File: config.mk
export PLATFORM = sky130hd
export DESIGN_NAME = chm_heads
export DESIGN_NICKNAME = d
export VERILOG_FILES = /design/src/hw/rtl/chm_heads.sv
export SDC_FILE = /design/constraint.sdc
export NUM_CORES = 2
export LEC_CHECK = 0
export ABC_AREA = 0
export ABC_CLOCK_PERIOD_IN_PS = 2220
export BUFFER_PORTS_ARGS = -buffer_cell sky130_fd_sc_hd__clkbuf_2
export CORE_UTILIZATION = 65
export CTS_BUF_LIST = sky130_fd_sc_hd__clkbuf_8
export CTS_CLUSTER_SIZE = 12
export DETAILED_ROUTE_END_ITERATION = 10
export GPL_ROUTABILITY_DRIVEN = 0
export PLACE_DENSITY_LB_ADDON = 0.2
export SETUP_SLACK_MARGIN = 0.15
export SLEW_MARGIN = 0
export SYNTH_ARGS = -nofsm -noshare
export SYNTH_HDL_FRONTEND = slang
export SYNTH_SLANG_ARGS = --single-unit
File: constraint.sdc
create_clock -name clk -period 2.22 [get_ports clk]
set_input_delay 0.444 -clock clk [delete_from_list [all_inputs] [get_ports clk]]
set_output_delay 0.444 -clock clk [all_outputs]
set_load 0.01 [all_outputs]
File: src/hw/rtl/chm_heads.sv
`timescale 1ns / 1ps
`default_nettype none
module chm_heads #(
	parameter int BUCKETS = 256,
	parameter int BW = 8,
	parameter int IW = 10
) (
	input  wire logic          clk,
	input  wire logic          arst_n,
	input  wire logic          rd_en,
	input  wire logic [BW-1:0] rd_addr,
	output logic [IW-1:0]      rd_head,
	output logic               rd_valid,
	input  wire logic          wr_en,
	input  wire logic [BW-1:0] wr_addr,
	input  wire logic [IW-1:0] wr_head
);

	logic [IW-1:0]      mem [BUCKETS];
	logic [BUCKETS-1:0] valid_q;

	always_ff @(posedge clk) begin
		if (wr_en) begin
			mem[wr_addr] <= wr_head;
		end
		if (rd_en) begin
			rd_head <= mem[rd_addr];
		end
	end

	always_ff @(posedge clk or negedge arst_n) begin
		if (!arst_n) begin
			valid_q <= '0;
			rd_valid <= 1'b0;
		end else begin
			if (wr_en) begin
				valid_q[wr_addr] <= 1'b1;
			end
			if (rd_en) begin
				rd_valid <= valid_q[rd_addr];
			end
		end
	end

endmodule
`default_nettype wire

---- After elaboration in Yosys (flattened, before gate mapping) ----
Memory sizes are Yosys's and may differ from the RTL's. A register that Yosys moved wholly into a read port is not among the register bits.
Index checks and enable logic that the tools add are counted.
operators by class
  reductions and logical operators ........ 1
  magnitude comparators ................... 3
  bitwise gates (word level) .............. 1
  muxes and demuxes ....................... 6
operators by type and width
  kind                                                                                  count
  256-bit OR                                                                            1
  8-bit by 9-bit < comparator with 1-bit output (second input constant)                 2
  1-bit binary-select mux with 8-bit select                                             1
  1-bit demux with 8-bit select                                                         1
  8-bit by 1-bit greater-or-equal comparator with 1-bit output (second input constant)  1
  1-bit two-way mux                                                                     4
  1-bit logical AND                                                                     1
word-level totals
  word-level logic and storage cells ...... 14
  register bits ........................... 257
  memories kept ........................... 1
  memory bits (writable) .................. 2,560
  output and inout bits ................... 11
  input bits .............................. 30
memories
  name  depth  bits a word  rd ports  clocked after memory_dff  write ports  line  RTL
  mem   256    10           1         1                         1            19    logic [IW-1:0] mem [BUCKETS];

---- Depth between registers and ports, before layout ----
  depth after elaboration ................. 5
  mapped depth ............................ 10
  gate-level depth less buffers ........... 6

---- Least setup slack after synthesis ----
OpenSTA, ideal clock, no wires.
  path kind ............................... input -> register
  start ................................... in rd_addr[1]
  end ..................................... reg rd_head[0], read port of mem, data pin
  arrival ................................. 2.385 ns
  data required time ...................... 1.961 ns
  path slack .............................. -0.424 ns
  cell stages on the path ................. 9
  setup time .............................. 0.259 ns
  buffers on the path ..................... 3
  cells stage by stage .................... buf_2 clkbuf_1 buf_1 mux4_2 a22oi_1 a21oi_1 nor4_1 o22ai_1 or2_1
RTL lines
  element             line  RTL
  start: declaration  11    input wire logic [BW-1:0] rd_addr,
  end: declaration    12    output logic [IW-1:0] rd_head,

==> results.md <==
- Clock root cell: clkbuf_8
- Placed cells: 7803
- Setup TNS Final: -3240 ps
- Delay-heaviest family, CP: simple AND/OR/NAND/NOR gates
- Crit path max fanout: 1
- Clk pin slew, worst setup/hold paths: 70 ps
- Sequential area share after synthesis: 77.4%
- Worst vdd ir: 773 µV
- CTS sink count: 2827
- Starting Density: roughly two thirds
- Gr ovfl total: 0
- HP Class: input pin to asynchronous set/reset pin
- Setup WS post-layout: -397 ps
- Worst EP required: between 3000 and 4000 ps
- Setup crit start kind: flip-flop
- CTS H-tree depth: 5
- DRT Pass-1 Iters: 8
- WL per Instance: 32.2 µm
- Skew final: around 92 ps
- Global-route wire length before repair: 402000 µm
- Top Ports: between 40 and 50
- Failing checks: design-rule violations, negative setup slack
- IO Port Bufs: 40
- HPWL Detailed: between 150000 and 200000 µm
- Longest Clk Path Bufs: 4
- Initial drt markers: slightly below 8000
- CP max-delay cell: nor4_4
- Count of cell types in the netlist: 46
- Worst-Skew Late Latency: 1110 ps
- Placeable Area: 0.165 mm²
- P per Cell Area: approximately 830 mW/mm²
- Synth top area cells: edfxtp_1 (71%), mux4_2 (15%), dfrtp_1 (6.0%)
- Commonest cells in the netlist: edfxtp_1 (2570), mux4_2 (697), a22oi_1 (331)
- Synthesized area: between 0.1 and 0.15 mm²
- Buf+Inv Stages, Crit Path: 1
- CP Cell Sequence: mux4_2 > a22oi_2 > a21oi_1 > nor4_4 > buf_4 > o22ai_4 > or2_1
- Final setup violation count: 18
- Worst-Margin Slew: 1000 ps
- Slew Viols, Final: 0
- Post CTS Setup Buffer Count: 0
- CTS tree: done
- Yosys warning count: 0
- Syn-to-layout area delta: 19.3%
- Post-route insts no fill: 8621
- Number of enable flip-flop cells after synthesis: 2570
- Largest net degree at the start of global routing: 81
- Synth top area share: 71.5%
- Layout cells sized above 1: 40.4%
- Top FF cell, synth: edfxtp_1
- Pleak: 44.2 nW
- Seq pwr share: 55.3%
- Rel. slew slack: 33.3%
- Initial antenna violation count: 15
- Clock power share: 38.2%
- Setup CP Type: flip-flop to flip-flop
- Final hold vios: 0
- Final nets: 6099
- Post-Synthesis Cells: 5073
- Die X: 410 µm
- Post-layout min period: 2620 ps
- Status: complete, but fails checks
- Logic pwr share: 6.5%
- Total CTS buffers: 437
- Internal: 0.0824 W
- Avg Inst Size Synth: 21.3 µm²
- Ys async rst share: 9.09%
- DIE HEIGHT: 410 µm
- # rows: around 150
- Delay of the slowest cell on the worst path: 530 ps
- Max Clk Rate: 382 MHz
- Die area: roughly 0.17 mm²
- Worst EP arrival: about 3500 ps
- Vias after detailed routing: a little under 60000
- Antenna-violating nets left: 0
- Vias in the first global route: 58700
- Count leader, synth: edfxtp_1
- P_sw: 0.0239 W
- Syn Nets: a little over 5000
- DRC Markers: 36
- Via density per instance: 6.71
- Switching share of power: 22.5%
- Total Routed Length: 278000 µm
- GRT Resource Usage Total: 33.8%
- Yosys top cell by area: edfxtp_1
- RSZ-0062 raised after global routing: yes
- CP endpoint kind: flip-flop
- MaxCap Viol Count: 0
- Synthesized flop and latch total: 2827
- Crit share post-route: 118%
## cell families (layout without fill, tap and decap cells)
family | Yosys count | count (layout) | share of synthesized area [%]
DFF | 2827 | 2827 | 77.4
muxes | 716 | 716 | 14.7
and+or+nand+nor | 685 | 685 | 3.24
AOI/OAI and AO/OA | 542 | 542 | 3.37
buffers and inverters | 303 | 1652 | 1.25
other | 0 | 10 | 0
## stage by stage
stage	hold slack, ps	util [%]	total power [W]	instance area, µm²	setup WS (ps)
after CTS	3.67	77.8	0.107	128000	-376
after global routing	54.8	78.1	0.109	129000	-417
after global placement	399	72.4	0.0662	119000	-2130
after floorplan	148	-	0.0631	109000	-202
final	88.6	78.1	0.106	129000	-397
after detailed placement	400	72.4	0.0664	119000	-2080
## worst reg2reg max path: stages (launching register included)
cell and delay (ps):
edfxtp_1 360, mux4_2 490, a22oi_2 250, a21oi_1 200
nor4_4 530, buf_4 220, o22ai_4 90, or2_1 270
## placed cells by master, fill, tap and decap left out, drive strengths merged, types with 2 or more instances in the layout
cell	count
a211oi	3
nor4	41
nand3	28
clkbuf	502
nand2b	5
buf	816
clkinvlp	2
clkinv	136
a21oi	165
o21ai	4
o22ai	22
or3	2
o311ai	2
edfxtp	2570
dlygate4sd3	15
and3	3
inv	171
dfrtp	257
o221ai	4
diode	10
nor2b	15
nor3	5
a311oi	3
mux2i	14
or2	268
nand4	10
nand2	34
a221o	2
a22oi	331
bufinv	10
mux2	5
mux4	697
and2	4
nor2	267
## final cells by class
| class | instances | area [µm²] |
|---|---|---|
| antenna | 10 | 25.0 |
| timing repair buffer | 854 | 9700 |
| sequential | 2827 | 83600 |
| tap | 2189 | 2740 |
| multi-input combinational | 1943 | 24600 |
| clock buffer | 479 | 6590 |
| fill | 7989 | 36200 |
| clock inverter | 313 | 1540 |
| inverter | 6 | 22.5 |
## registers in the layout (all words and copies together), names as in the netlist
signal,cells
mem,2560
rd_head,10
rd_valid,1
valid_q,256
## power groups by stage
stage                     combinational [W]  clock, W  sequential, W
after global routing                0.00714    0.0432         0.0589
after CTS                           0.00674    0.0410         0.0588
final                               0.00689    0.0406         0.0589
after global placement              0.00634         0         0.0599
after detailed placement            0.00649         0         0.0599
after floorplan                     0.00328         0         0.0598
## worst paths after layout
kind,start,endpoint,slack [ps],cells after the start
setup / recovery,mem[183][3]$_DFFE_PP_,rd_head[3]$_DFFE_PP_,-400,7
hold reg to reg,valid_q[234]$_DFFE_PN0P_,valid_q[234]$_DFFE_PN0P_,460,1
hold / removal,arst_n,valid_q[153]$_DFFE_PN0P_,90,3
min in group clk,wr_addr[5],valid_q[243]$_DFFE_PN0P_,160,5
setup reg to reg,mem[183][3]$_DFFE_PP_,rd_head[3]$_DFFE_PP_,-400,7
max in group asynchronous,arst_n,valid_q[44]$_DFFE_PN0P_,1690,3
## layer usage
layer	GRT usage [%]	routed length (µm)
met1	47.7	99500
met4	13.5	11200
met3	7.79	32500
met2	52.1	134000
met5	0	74
## repair_timing
item                        CTS  global route
hold buffers                 16             0
pin swaps                    41            23
resized for setup           117            80
hold endpoints to repair   1541             0
setup endpoints to repair    22            22
Power figures use the tool's default switching activity.
