--- src/hw/rtl/chm_pkg.sv ---
`timescale 1ns / 1ps
`default_nettype none
package chm_pkg;

	localparam int KEY_W = 31;
	localparam int VAL_W = 32;
	localparam int CNT_OUT_W = 11;
	localparam int BC_W = 9;
	localparam int STAT_W = 3;

	localparam logic [STAT_W-1:0] ST_UPDATED = 3'd0;
	localparam logic [STAT_W-1:0] ST_INSERTED = 3'd1;
	localparam logic [STAT_W-1:0] ST_HIT = 3'd2;
	localparam logic [STAT_W-1:0] ST_MISS = 3'd3;
	localparam logic [STAT_W-1:0] ST_POOL_FULL = 3'd4;

	localparam logic [VAL_W-1:0] MISS_VALUE = '1;
	localparam logic [VAL_W-1:0] ZERO_VALUE = '0;

	localparam logic FUNC_INSERT = 1'b0;
	localparam logic FUNC_LOOKUP = 1'b1;

	localparam logic [BC_W-1:0] BC_RESET = 9'd256;

	localparam logic [2:0] ADDR_BUCKET_COUNT = 3'd0;

	typedef enum logic [2:0] {
		S_IDLE,
		S_DIV,
		S_HRD,
		S_HEAD,
		S_CHK,
		S_CMP,
		S_DONE
	} state_t;

endpackage
`default_nettype wire

--- src/hw/rtl/chm_div.sv ---
`timescale 1ns / 1ps
`default_nettype none
module chm_div (
	input  wire logic                         clk,
	input  wire logic                         arst_n,
	input  wire logic                         go,
	input  wire logic [chm_pkg::KEY_W-1:0]    key,
	input  wire logic [chm_pkg::BC_W-1:0]     divisor,
	output logic                              done,
	output logic [chm_pkg::BC_W-1:0]          rem
);

	localparam int CW = $clog2(chm_pkg::KEY_W);

	logic                       run_q;
	logic [CW-1:0]              cnt_q;
	logic [chm_pkg::KEY_W-1:0]  key_q;
	logic [chm_pkg::BC_W-1:0]   rem_q;
	logic [chm_pkg::BC_W-1:0]   div_q;
	logic [chm_pkg::BC_W:0]     trial;
	logic [chm_pkg::BC_W:0]     nrem;

	always_comb begin
		trial = {rem_q, key_q[chm_pkg::KEY_W-1]};
		if (trial >= {1'b0, div_q}) begin
			nrem = trial - {1'b0, div_q};
		end else begin
			nrem = trial;
		end
	end

	always_ff @(posedge clk or negedge arst_n) begin
		if (!arst_n) begin
			run_q <= 1'b0;
			cnt_q <= '0;
		end else if (go) begin
			run_q <= 1'b1;
			cnt_q <= '0;
		end else if (run_q) begin
			cnt_q <= cnt_q + 1'b1;
			if (cnt_q == CW'(chm_pkg::KEY_W - 1)) begin
				run_q <= 1'b0;
			end
		end
	end

	always_ff @(posedge clk) begin
		if (go) begin
			key_q <= key;
			rem_q <= '0;
			div_q <= divisor;
		end else if (run_q) begin
			key_q <= key_q << 1;
			rem_q <= nrem[chm_pkg::BC_W-1:0];
		end
	end

	assign done = run_q && (cnt_q == CW'(chm_pkg::KEY_W - 1));
	assign rem = rem_q;

endmodule
`default_nettype wire

--- config.mk ---
export PLATFORM = sky130hd
export DESIGN_NAME = chm_div
export DESIGN_NICKNAME = d
export VERILOG_FILES = /design/src/hw/rtl/chm_pkg.sv /design/src/hw/rtl/chm_div.sv
export SDC_FILE = /design/constraint.sdc
export NUM_CORES = 1
export LEC_CHECK = 0
export ABC_CLOCK_PERIOD_IN_PS = 2800
export BUFFER_PORTS_ARGS = -buffer_cell sky130_fd_sc_hd__buf_4
export CORE_ASPECT_RATIO = 1.75
export CORE_UTILIZATION = 45
export DETAILED_ROUTE_END_ITERATION = 10
export PLACE_DENSITY = 0.67
export SYNTH_ARGS = -nofsm -noshare
export SYNTH_HDL_FRONTEND = slang
export SYNTH_SLANG_ARGS = --single-unit
--- constraint.sdc ---
create_clock -name clk -period 2.8 [get_ports clk]
set_clock_uncertainty 0.15 [all_clocks]
set_input_delay 0.14 -clock clk [delete_from_list [all_inputs] [get_ports clk]]
set_output_delay 0.14 -clock clk [all_outputs]
set_load 0.02 [all_outputs]
# Yosys cells after proc, flatten, opt, wreduce, memory -nomap -nowiden
# Cells that the tools add are included.
word_totals:
  register_bits: 55
  inputBits: 43
  out_inout_bits: 10
  word_cells: 19
classes:
  add_sub_neg: 2
  magnitude_cmp: 1
  n_eq_ne: 1
  n_mux: 8
  reduce_logical: 2
op_table:
  columns: ["operator", "count"]
  rows:
  - ["31-bit 2-to-1 mux", 2]
  - ["10-bit by 9-bit >= comparator with 1-bit output", 1]
  - ["5-bit 2-to-1 mux", 2]
  - ["9-bit 2-to-1 mux", 1]
  - ["9-bit subtractor", 1]
  - ["5-bit by 1-bit adder with 5-bit output (second input constant)", 1]
  - ["5-bit == test (second input constant)", 1]
  - ["1-bit 2-to-1 mux", 3]
  - ["2-bit nonzero test", 1]
  - ["1-bit logical AND", 1]

# Depth between registers and ports, before layout
# Gate-level depths: netlist of the first run.
logic_depth:
  depth_word: 4
  mapped_depth: 9
  ltp_nobuf: 9

# Least setup slack after synthesis of the first run
# Ideal clock, no wire load.
synth_timing:
  path_type: "register to register"
  start: "register key_q[30] (netlist bit)"
  end: "register rem_q, in the netlist rem[1]"
  setup_time_ns: 0.086
  arrival_time_ns: 2.178
  required_time_ns: 2.564
  path_slack_ns: 0.387
  path_stages_with_launch: 10
  n_path_buf: 0
  cell_sequence: "edfxtp_1 > inv_1 > ha_1 > inv_1 > fa_1 > a211oi_1 > o21a_1 > o211ai_2 > mux2i_1 > a211oi_1"
synth_between:
  elab_chain_cells: 2
  word_cells_on_any_way: 3
synth_lines:
  columns: ["element", "line_no", "source"]
  rows:
  - ["from (decl)", "chm_div.sv:17", "logic [chm_pkg::KEY_W-1:0] key_q;"]
  - ["from (signal assigned)", "chm_div.sv:49", "key_q <= key;"]
  - ["from (signal assigned)", "chm_div.sv:53", "key_q <= key_q << 1;"]
  - ["9-bit subtractor or 10-bit by 9-bit >= comparator with 1-bit output (tied branches)", "chm_div.sv:26, chm_div.sv:25", null]
  - ["9-bit 2-to-1 mux *", "chm_div.sv:25", "if (trial >= {1'b0, div_q}) begin"]
  - ["to (signal assigned)", "chm_div.sv:54", "rem_q <= nrem[chm_pkg::BC_W-1:0];"]
  - ["to (decl)", "chm_div.sv:18", "logic [chm_pkg::BC_W-1:0] rem_q;"]
# Mark *: on every way between the ends. The rest lies on a longest branch, timed or not.
# A chain may end at the register's enable or synchronous reset.

# Final worst setup path of the first run
layout_timing:
  start: "register key_q[30] (netlist bit)"
  end: "register rem_q, in the netlist rem[0]"
# The elaborated chain is that of the path after synthesis.

==> key figures, run 1 <==
Route
  • Antenna Nets Post-Route: 0
  • Via density: 5.17
  • Initial drt markers: 125
  • Wirelength, routed: 5770 um
  • DR pass1 iterations: 4
  • WL/cell: about 15 um
  • Vias: 2001
  • DRC Markers: 0

Yosys
  • Simple logic cell fraction of the synthesized area: 8.94%
  • Synth area leader: edfxtp_1
  • Post-synth top flop: edfxtp_1
  • Largest family of logic cells by synthesized area: multiplexers
  • Async set-reset flop share out of synthesis: 10.9%
  • Area share of the largest cell type after synthesis: approximately 44%
  • Synth Register Bits: 55
  • YS warnings: 0
  • Synth Area in Compound Gates: 9.71%
  • Post-synthesis adder-cell area fraction: 5.75%
  • Post-synth EDFFs: 40
  • Yosys cell types: 43
  • Post-synthesis mux area share: 14.1%
  • Syn Area/Cell: 12.8 um2
  • Mapped Nets: 269
  • Synth area leaders: edfxtp_1, mux2_2, dfxtp_1
  • Sequential fraction of the synthesis area: 55.8%
  • Post-Syn Instances: 214
  • Mapped cell area: roughly 2700 um2
  • XOR/XNOR Fraction of Synth Area: 2.55%

Placement
  • Port buffer count: 52
  • Dpl hpwl: 3680 um
  • Number of placed instances, taps included: 338
  • Dpl ws: 0.119 ns
  • Gpl congestion: 0.797
  • Area post-placement: 3220 um2

Layout
  • Most frequent cells in the layout: buf_4, dlygate4sd3_1, edfxtp_1
  • N_diodes: 0
  • Non-Filler Instances: ~390
  • Synth-to-layout area growth: 37.1%
  • Final Core Density: 64.0%
  • Share of layout cells above drive strength 1: around a third
  • Most common cell after layout, fill and taps aside: buf_4
  • # nets final: approximately 360
  • Post-route cell area: between 3000 and 4000 um2

Pwr
  • Overall power: 2.66 mW
  • Peak supply drop: 0.362 mV
  • Leak: 1.58 nW
  • Pwr/cell area: a little over 700 nW/um2

Critical path
  • CP Launch Type: flip-flop
  • Largest delay contributor family on the critical path: compound AO/OA/AOI/OAI gates
  • Worst path buffer plus inverter count: 2
  • Worst reg2reg path endpoint: rem[0]
  • Crit-path most repeated cell: inv_1
  • Worst-path fanout max: 6
  • Setup CP Type: flip-flop to flip-flop
  • CP endpoint kind: flip-flop
  • Worst R2R Path Depth: 9
  • Worst Path Required: 2.88 ns
  • Worst EP arrival: 2.63 ns
  • Largest stage delay on the critical path: approximately 0.43 ns
  • Crit-path slowest cell: fa_1
  • Reg2Reg Setup Slack: ~0.25 ns
  • Crit path cell chain: inv_1 -> ha_1 -> inv_1 -> fa_1 -> a211oi_4 -> o21a_1 -> o211a_2 -> nand2_1 -> a311oi_1
  • Worst R2R Start: key_q[30]

STA
  • Max-slew violation total from the final report: 0
  • Setup TNS: 0 ns
  • Setup repair after global routing missed its margin: no
  • Tmin final: between 2 and 3 ns
  • Crit share post-route: 91.0%
  • Fmax: 0.392 GHz
  • Final Hold Fails: 0
  • Slew headroom: around 58%
  • Worst Tran Pin Value: 0.621 ns
  • Hold_ws: about 0.012 ns
  • Post-route worst setup slack: approximately 0.25 ns
  • Endpoints failing setup: 0

Floorplan
  • Initial Util: ~47%
  • Core area: 5880 um2
  • DIE AREA: 6430 um2
  • Standard-cell rows: 37
  • Horiz. Die Dim: between 60 and 70 um
  • I/O Pins: 53
  • Die H: between 100 and 150 um

Clock network
  • Post-CTS setup repair buffer count: 0
  • H-tree depth: 2
  • CTS tree: done
  • Root buf cell: clkbuf_8
  • Inserted Clock Buffers: 5
  • Num Clock Sinks: 55
  • Max clock buf depth: 2
  • Clock latency on the worst-skew pair: 0.31 ns
  • Clock slew at reported path FFs: 0.11 ns

Global route
  • Largest net degree at the start of global routing: just over 40
  • Gr ovfl total: 0
  • Global-route wire length before repair: 9680 um
  • Initial antenna violation count: 0
  • Overall routing resource usage: 20.3%
  • Vias in the first global route: roughly 2200

Run
  • Max-Cap Viols: 0

Status
  • Outcome: complete, no violations

Min path
  • Worst hold path class: primary input to async pin
-- where the power goes --
group | internal (mW) | leakage (nW) | total (mW) | switching, mW
Combinational | 0.497 | 0.957 | 1.03 | 0.530
Clock | 0.267 | 0.0562 | 0.537 | 0.269
Sequential | 0.997 | 0.568 | 1.09 | 0.0962
-- layout make-up --
| cell class | instances | area [um2] |
|---|---|---|
| inverters | 13 | 48.8 |
| clock buffers | 5 | 68.8 |
| flip-flops and latches | 55 | 1530 |
| multi-input cells | 137 | 1150 |
| fillers | 455 | 2120 |
| clock inverters | 3 | 42.5 |
| well taps | 78 | 97.6 |
| repair buffers | 96 | 823 |
-- worst register-to-register path, cell delays in order (launching register included) --
cell,delay (ns)
edfxtp_1,0.39
inv_1,0.07
ha_1,0.15
inv_1,0.05
fa_1,0.43
a211oi_4,0.33
o21a_1,0.29
o211a_2,0.29
nand2_1,0.08
a311oi_1,0.25
-- flip-flops by register name, indices dropped and copies added (netlist names) --
signal	cells
cnt_q	5
rem	9
key_q	31
run_q	1
div_q	9
-- kinds of logic (layout without fill, tap and decap cells) --
| kind of cell | Yosys count | in the layout |
|---|---|---|
| AOI/OAI and AO/OA | 36 | 36 |
| adders and majority gates | 12 | 12 |
| buffers and inverters | 22 | 117 |
| xor gates and xnor gates | 8 | 8 |
| muxes | 35 | 35 |
| DFF | 55 | 55 |
| and+or+nand+nor | 46 | 46 |
-- synth_stat cells (all sizes together) (4+ instances only) --
master	instances
a211oi	11
a21oi	8
clkbuf	7
dfrtp	6
dfxtp	9
edfxtp	40
ha	11
inv	13
mux2	30
mux2i	5
nand2	5
nor2	20
o211ai	4
xor2	6
-- per-layer routing --
layer	GRT usage (%)	vias up	wire, um
li1	-	982	-
met5	0	-	0
met3	3.44	10	203
met4	9.25	0	128
met1	22.6	960	2200
met2	35.8	49	3230
-- worst max-delay path by stage --
stage,start,endpoint,slack [ns],depth (start not counted)
after floorplan,key_q[30],rem[1],0.39,9
after global placement,key_q[30],rem[4],0.21,9
after detailed placement,key_q[30],rem[1],0.12,9
after CTS,key_q[30],rem[1],0.09,9
after global routing,key_q[30],rem[0],0.002,9
final,key_q[30],rem[0],0.25,9
-- what timing repair did --
| action | CTS | global route |
|---|---|---|
| endpoints found under the setup margin | 0 | 9 |
| hold buffers | 41 | 0 |
| hold endpoints to repair | 46 | 0 |
| resized for setup | 0 | 3 |
Note: power is estimated with default switching activity, not from simulation.
==> inputs of run 2 (changes only) <==
Settings changed: ABC_CLOCK_PERIOD_IN_PS 2800 to 2150, PLACE_DENSITY 0.67 to 0.7.
Clock period 2.8 ns to 2.15 ns, I/O delays scaled along.
==> run 2 against run 1 <==
Compared with the run above: design area up 7.3%; largest cell class unchanged; sequential cell count unchanged; the run now ends with negative setup slack left; sequential power up 33%; worst setup slack worse by 0.44 ns; wire length up 3.5%.
==> key figures, run 2 (synthesized netlist as in run 1, its figures left out) <==
Critical path
  • Setup CP Type: flip-flop to flip-flop
  • Crit-path slowest cell: edfxtp_1
  • Worst EP arrival: 2.41 ns (-0.22 ns)
  • Worst path buffer plus inverter count: 2 (unchanged)
  • Worst Path Required: 2.23 ns (-0.65 ns)
  • Crit-path most repeated cell: inv_1
  • Crit path cell chain: inv_1 -> ha_1 -> inv_1 -> fa_2 -> a211oi_4 -> o211ai_1 -> o211a_1 -> or3_1 -> a211oi_2
  • CP Launch Type: flip-flop
  • Largest delay contributor family on the critical path: compound AO/OA/AOI/OAI gates
  • CP endpoint kind: flip-flop
  • Largest stage delay on the critical path: 0.39 ns (-0.04 ns)
  • Worst-path fanout max: 4 (-2)

Layout
  • N_diodes: 0 (unchanged)
  • Share of layout cells above drive strength 1: 40.2% (+8.1 points)
  • Max FFs per register: 31 (unchanged)
  • Synth-to-layout area growth: 47.1%
  • # nets final: 380 (+4.7%)
  • Post-route cell area: 4040 um2 (+7.3%)
  • Final Core Density: 68.7% (+4.7 points)
  • Most frequent cells in the layout: buf_4, dlygate4sd3_1, edfxtp_1
  • Register name with the most flops: key_q
  • Most common cell after layout, fill and taps aside: buf_4

STA
  • Fmax: 0.428 GHz (+9.0%)
  • Post-route worst setup slack: -0.189 ns (-0.440 ns)
  • Endpoints failing setup: 9 (+9)
  • Slew headroom: 66.0% (+7.7 points)
  • Max-slew violation total from the final report: 0 (unchanged)
  • Final Hold Fails: 0 (unchanged)
  • Setup repair after global routing missed its margin: yes
  • Hold_ws: 0.134 ns (+0.122 ns)
  • Worst Tran Pin Value: 0.510 ns (-0.111 ns)
  • Crit share post-route: 109% (+18 points)
  • Tmin final: 2.34 ns (-0.210 ns)

Clock network
  • H-tree depth: 2 (unchanged)
  • Clock latency on the worst-skew pair: 0.31 ns (about the same)
  • Inserted Clock Buffers: 5 (unchanged)
  • CTS tree: done
  • Clock slew at reported path FFs: 0.09 ns (-0.02 ns)
  • Num Clock Sinks: 55 (unchanged)
  • Root buf cell: clkbuf_8
  • Max clock buf depth: 2 (unchanged)

Global route
  • Largest net degree at the start of global routing: 45 (+9.8%)
  • Vias in the first global route: 2105 (-2.4%)
  • Overall routing resource usage: 20.1% (-0.21 points)
  • Initial antenna violation count: 0 (unchanged)
  • Global-route wire length before repair: 9490 um (-2.0%)
  • Gr ovfl total: 0 (unchanged)

Pwr
  • Leak: 1.67 nW (+5.9%)
  • Peak supply drop: 0.612 mV (+69%)
  • Pwr/cell area: 945 nW/um2 (+34%)

Floorplan
  • DIE AREA: 6430 um2 (unchanged)
  • Die H: 105 um (unchanged)
  • Initial Util: 46.7% (unchanged)
  • Standard-cell rows: 37 (unchanged)
  • Core area: 5880 um2 (unchanged)
  • I/O Pins: 53 (unchanged)
  • Horiz. Die Dim: 61.0 um (unchanged)

Run
  • Max-Cap Viols: 0 (unchanged)

Route
  • Initial drt markers: 53 (-58%)
  • Antenna Nets Post-Route: 0 (unchanged)
  • Vias: 2059 (+2.9%)
  • DR pass1 iterations: 3 (-1)
  • Wirelength, routed: 5970 um (+3.5%)
  • Via density: 5.10 (-1.4%)
  • WL/cell: 14.8 um (-0.85%)
  • DRC Markers: 0 (unchanged)

Min path
  • Worst hold path class: primary input to flip-flop

Status
  • Failing checks: negative setup slack
  • Outcome: complete, but fails checks

Placement
  • Area post-placement: 3470 um2 (+7.8%)
  • Gpl congestion: 0.851 (+6.7%)
  • Dpl hpwl: 4050 um (+10%)
  • Port buffer count: 52 (unchanged)
[run 2: cell types whose count changed in the layout (fill, tap and decap cells not counted), sizes merged]
| cell | before | now |
|---|---|---|
| buf | 55 | 71 |
| clkinv | 1 | 2 |
| dlygate4sd3 | 41 | 42 |
| inv | 14 | 13 |
[run 2: routing by layer]
metal / vias up / part of all wire [%] / routed length (um) / track usage (%)
met5: - / 0 / 0 / 0
met4: 0 / 1.6 / 94 / 7.14
met2: 43 / 58 / 3470 / 37.7
met1: 994 / 37 / 2220 / 20.6
li1: 1013 / - / - / -
met3: 9 / 3.0 / 181 / 4.05
[run 2: final timing paths]
path	slack, ns	startpoint	endpoint	depth (start not counted)
worst max-delay path	-0.19	key_q[30]	rem[8]	9
worst min-delay path	0.13	go	cnt_q[0]	2
worst max register to register	-0.19	key_q[30]	rem[8]	9
worst min register to register	0.40	rem[5]	rem[5]	2
max in group asynchronous	1.02	arst_n	run_q	3
min in group asynchronous	0.60	arst_n	cnt_q[3]	3
[run 2: where the power goes]
group	switching, mW	internal [mW]
Combinational	0.779	0.911
Sequential	0.133	1.31
Clock	0.334	0.342
[run 2: final cells by class]
| class | count | area (um2) |
|---|---|---|
| fill | 459 | 1840 |
| sequential | 55 | 1540 |
| multi-input combinational | 137 | 1270 |
| timing repair buffer | 113 | 966 |
| tap | 78 | 97.6 |
| clock buffer | 5 | 68.8 |
| inverter | 13 | 48.8 |
| clock inverter | 3 | 38.8 |
[run 2: through the flow]
step | total power, mW | std cells | setup TNS, ns | setup slack [ns]
detailed placement | 3.03 | 352 | -1.49 | -0.193
global placement | 3.00 | 352 | -1.01 | -0.138
global route | 4.02 | 404 | -2.50 | -0.310
floorplan | 2.51 | 214 | -0.0278 | -0.0113
CTS | 3.81 | 403 | -1.23 | -0.174
finish | 3.81 | 404 | -1.22 | -0.189
[run 2: what timing repair did]
action                                  in CTS  in global routing
endpoints found under the setup margin       9                  9
buffers inserted                             1                  1
pin swaps                                    5                  2
resized for setup                            1                  3
cloned                                       0                  0
hold buffers                                42                  0
endpoints found under the hold margin       46                  0
==> inputs of run 3 (changes only) <==
--- a/config.mk
+++ b/config.mk
@@ -8,3 +8,2 @@
 export ABC_CLOCK_PERIOD_IN_PS = 2150
-export BUFFER_PORTS_ARGS = -buffer_cell sky130_fd_sc_hd__buf_4
 export CORE_ASPECT_RATIO = 1.75
@@ -12,3 +11,4 @@
 export DETAILED_ROUTE_END_ITERATION = 10
-export PLACE_DENSITY = 0.7
+export DONT_BUFFER_PORTS = 1
+export SLEW_MARGIN = 20
 export SYNTH_ARGS = -nofsm -noshare
==> constraint.sdc (replaced) <==
create_clock -name clk -period 2.15 [get_ports clk]
set_clock_uncertainty 0.15 [all_clocks]
set_input_delay 0.215 -clock clk [delete_from_list [all_inputs] [get_ports clk]]
set_output_delay 0.215 -clock clk [all_outputs]
set_load 0.02 [all_outputs]
==> run 3 against run 2 <==
Compared with the run above: the run still ends with negative setup slack left; largest cell class unchanged; critical path type unchanged; fmax is 0.16% higher; combinational power hardly changed; register-to-register slack hardly changed.
==> key figures, run 3 (synthesized netlist as in run 1, its figures left out) <==
Status
  • Outcome: complete, but fails checks
  • Failing checks: negative setup slack

Global route
  • Global-route wire length before repair: 9800 um (+3.3%)
  • Largest net degree at the start of global routing: 56 (+24%)
  • Vias in the first global route: 2050 (-2.6%)
  • Gr ovfl total: 0 (unchanged)
  • Initial antenna violation count: 0 (unchanged)
  • Overall routing resource usage: 21.0% (+0.92 points)

Route
  • DRC Markers: 0 (unchanged)
  • DR pass1 iterations: 4 (+1)
  • Vias: 1951 (-5.2%)
  • WL/cell: 17.0 um (+15%)
  • Initial drt markers: 100 (+89%)
  • Via density: 5.45 (+6.9%)
  • Antenna Nets Post-Route: 0 (unchanged)
  • Wirelength, routed: 6090 um (+2.1%)

Layout
  • Post-route cell area: 3680 um2 (-8.9%)
  • Max FFs per register: 31 (unchanged)
  • Most frequent cells in the layout: dlygate4sd3_1, edfxtp_1, mux2_2
  • # nets final: 334 (-12%)
  • Share of layout cells above drive strength 1: 31.8% (-8.4 points)
  • Most common cell after layout, fill and taps aside: dlygate4sd3_1
  • Final Core Density: 62.5% (-6.1 points)
  • N_diodes: 0 (unchanged)
  • Register name with the most flops: key_q
  • Non-Filler Instances: 358 (-11%)
  • Synth-to-layout area growth: 34.0%

Critical path
  • CP endpoint kind: flip-flop
  • Worst R2R Start: key_q[30]
  • Largest stage delay on the critical path: 0.40 ns (about the same)
  • Worst EP arrival: 2.39 ns (-0.02 ns)
  • Worst Setup SP: key_q[30]
  • Crit path cell chain: inv_1 -> ha_2 -> inv_2 -> fa_2 -> a211oi_4 -> o21a_2 -> buf_4 -> o2111ai_1 -> o211ai_1 -> a21oi_1
  • Crit-path slowest cell: edfxtp_1
  • Worst Path Required: 2.20 ns (-0.03 ns)
  • Setup CP Type: flip-flop to flip-flop
  • Worst-path fanout max: 4 (unchanged)
  • CP Launch Type: flip-flop

STA
  • Final Hold Fails: 0 (unchanged)
  • Tmin final: 2.33 ns (-0.00385 ns)
  • Crit share post-route: 109% (-0.18 points)
  • Slew headroom: 52.2% (-14 points)
  • Worst Tran Pin Value: 0.717 ns (+0.207 ns)
  • Fmax: 0.428 GHz (+0.16%)
  • Setup TNS: -1.44 ns (-0.223 ns)
  • Setup repair after global routing missed its margin: yes
  • Max-slew violation total from the final report: 0 (unchanged)
  • Post-route worst setup slack: -0.185 ns (+0.00384 ns)
  • Endpoints failing setup: 9 (unchanged)

Placement
  • Area post-placement: 3100 um2 (-11%)
  • Port buffer count: 0 (-100%)
  • Dpl ws: -0.229 ns (-0.0364 ns)
  • Gpl congestion: 0.825 (-3.0%)
  • Dpl hpwl: 4130 um (+1.9%)
  • Number of placed instances, taps included: 304 (-14%)

Pwr
  • Leak: 1.44 nW (-14%)
  • Pwr/cell area: 1020 nW/um2 (+7.6%)
  • Peak supply drop: 0.569 mV (-7.0%)

Clock network
  • Clock latency on the worst-skew pair: 0.32 ns (about the same)
  • Max clock buf depth: 2 (unchanged)
  • Root buf cell: clkbuf_8
  • Num Clock Sinks: 55 (unchanged)
  • Inserted Clock Buffers: 5 (unchanged)
  • CTS tree: done
  • Clock slew at reported path FFs: 0.10 ns (about the same)
  • H-tree depth: 2 (unchanged)

Run
  • Max-Cap Viols: 0 (unchanged)

Floorplan
  • DIE AREA: 6430 um2 (unchanged)
  • Core area: 5880 um2 (unchanged)
  • Horiz. Die Dim: 61.0 um (unchanged)
  • Die H: 105 um (unchanged)
  • Standard-cell rows: 37 (unchanged)
  • Initial Util: 46.7% (unchanged)
  • I/O Pins: 53 (unchanged)

Min path
  • Worst hold path class: primary input to async pin
## run 3: power breakdown
group / internal (mW) / total, mW / switching [mW]
clock network: 0.234 / 0.596 / 0.363
logic: 0.885 / 1.72 / 0.839
registers: 1.31 / 1.42 / 0.104
total: 2.43 / 3.74 / 1.31
## run 3: area by class of cell
class	instances	area [um2]
Fill cell	477	2200
Sequential cell	55	1540
Multi-Input combinational cell	137	1270
Timing Repair Buffer	67	626
Tap cell	78	97.6
Clock buffer	5	68.8
Inverter	13	48.8
Clock inverter	3	25.0
## run 3: routing by layer
metal	GRT usage, %	vias up	wire [um]
met5	0	-	0
met4	10.9	0	250
met3	4.42	21	262
met2	37.7	62	3430
met1	21.4	947	2150
li1	-	921	-
## run 3: what timing repair did
item                                   CTS  global route
resized for setup                        4             2
setup endpoints to repair                9             9
pin swaps                                6             5
endpoints found under the hold margin   70             0
setup buffers                            3             1
hold buffers                            42             0
## run 3: through the flow
stage / hold slack [ns] / total power, mW
after floorplan: -0.231 / 2.51
after global placement: -0.230 / 2.92
after detailed placement: -0.230 / 2.97
after CTS: 0.0469 / 3.72
after global routing: 0.0597 / 3.94
final: 0.0453 / 3.74
## run 3: critical path: cells and delay by family, from the launching register on
kind | cells | cell delay (ns)
AO/OA/AOI/OAI | 5 | 0.85
adder cells (fa/ha/maj) | 2 | 0.56
flip-flops | 1 | 0.40
buffers and inverters | 3 | 0.25
## run 3: worst paths after layout
path,endpoint,slack [ns],cells past startpoint
hold reg to reg,key_q[2],0.41,1
setup / recovery,rem[2],-0.18,10
max in group asynchronous,cnt_q[2],1.59,1
min in group clk,rem[5],0.08,2
setup reg to reg,rem[2],-0.18,10
hold / removal,cnt_q[1],0.05,1
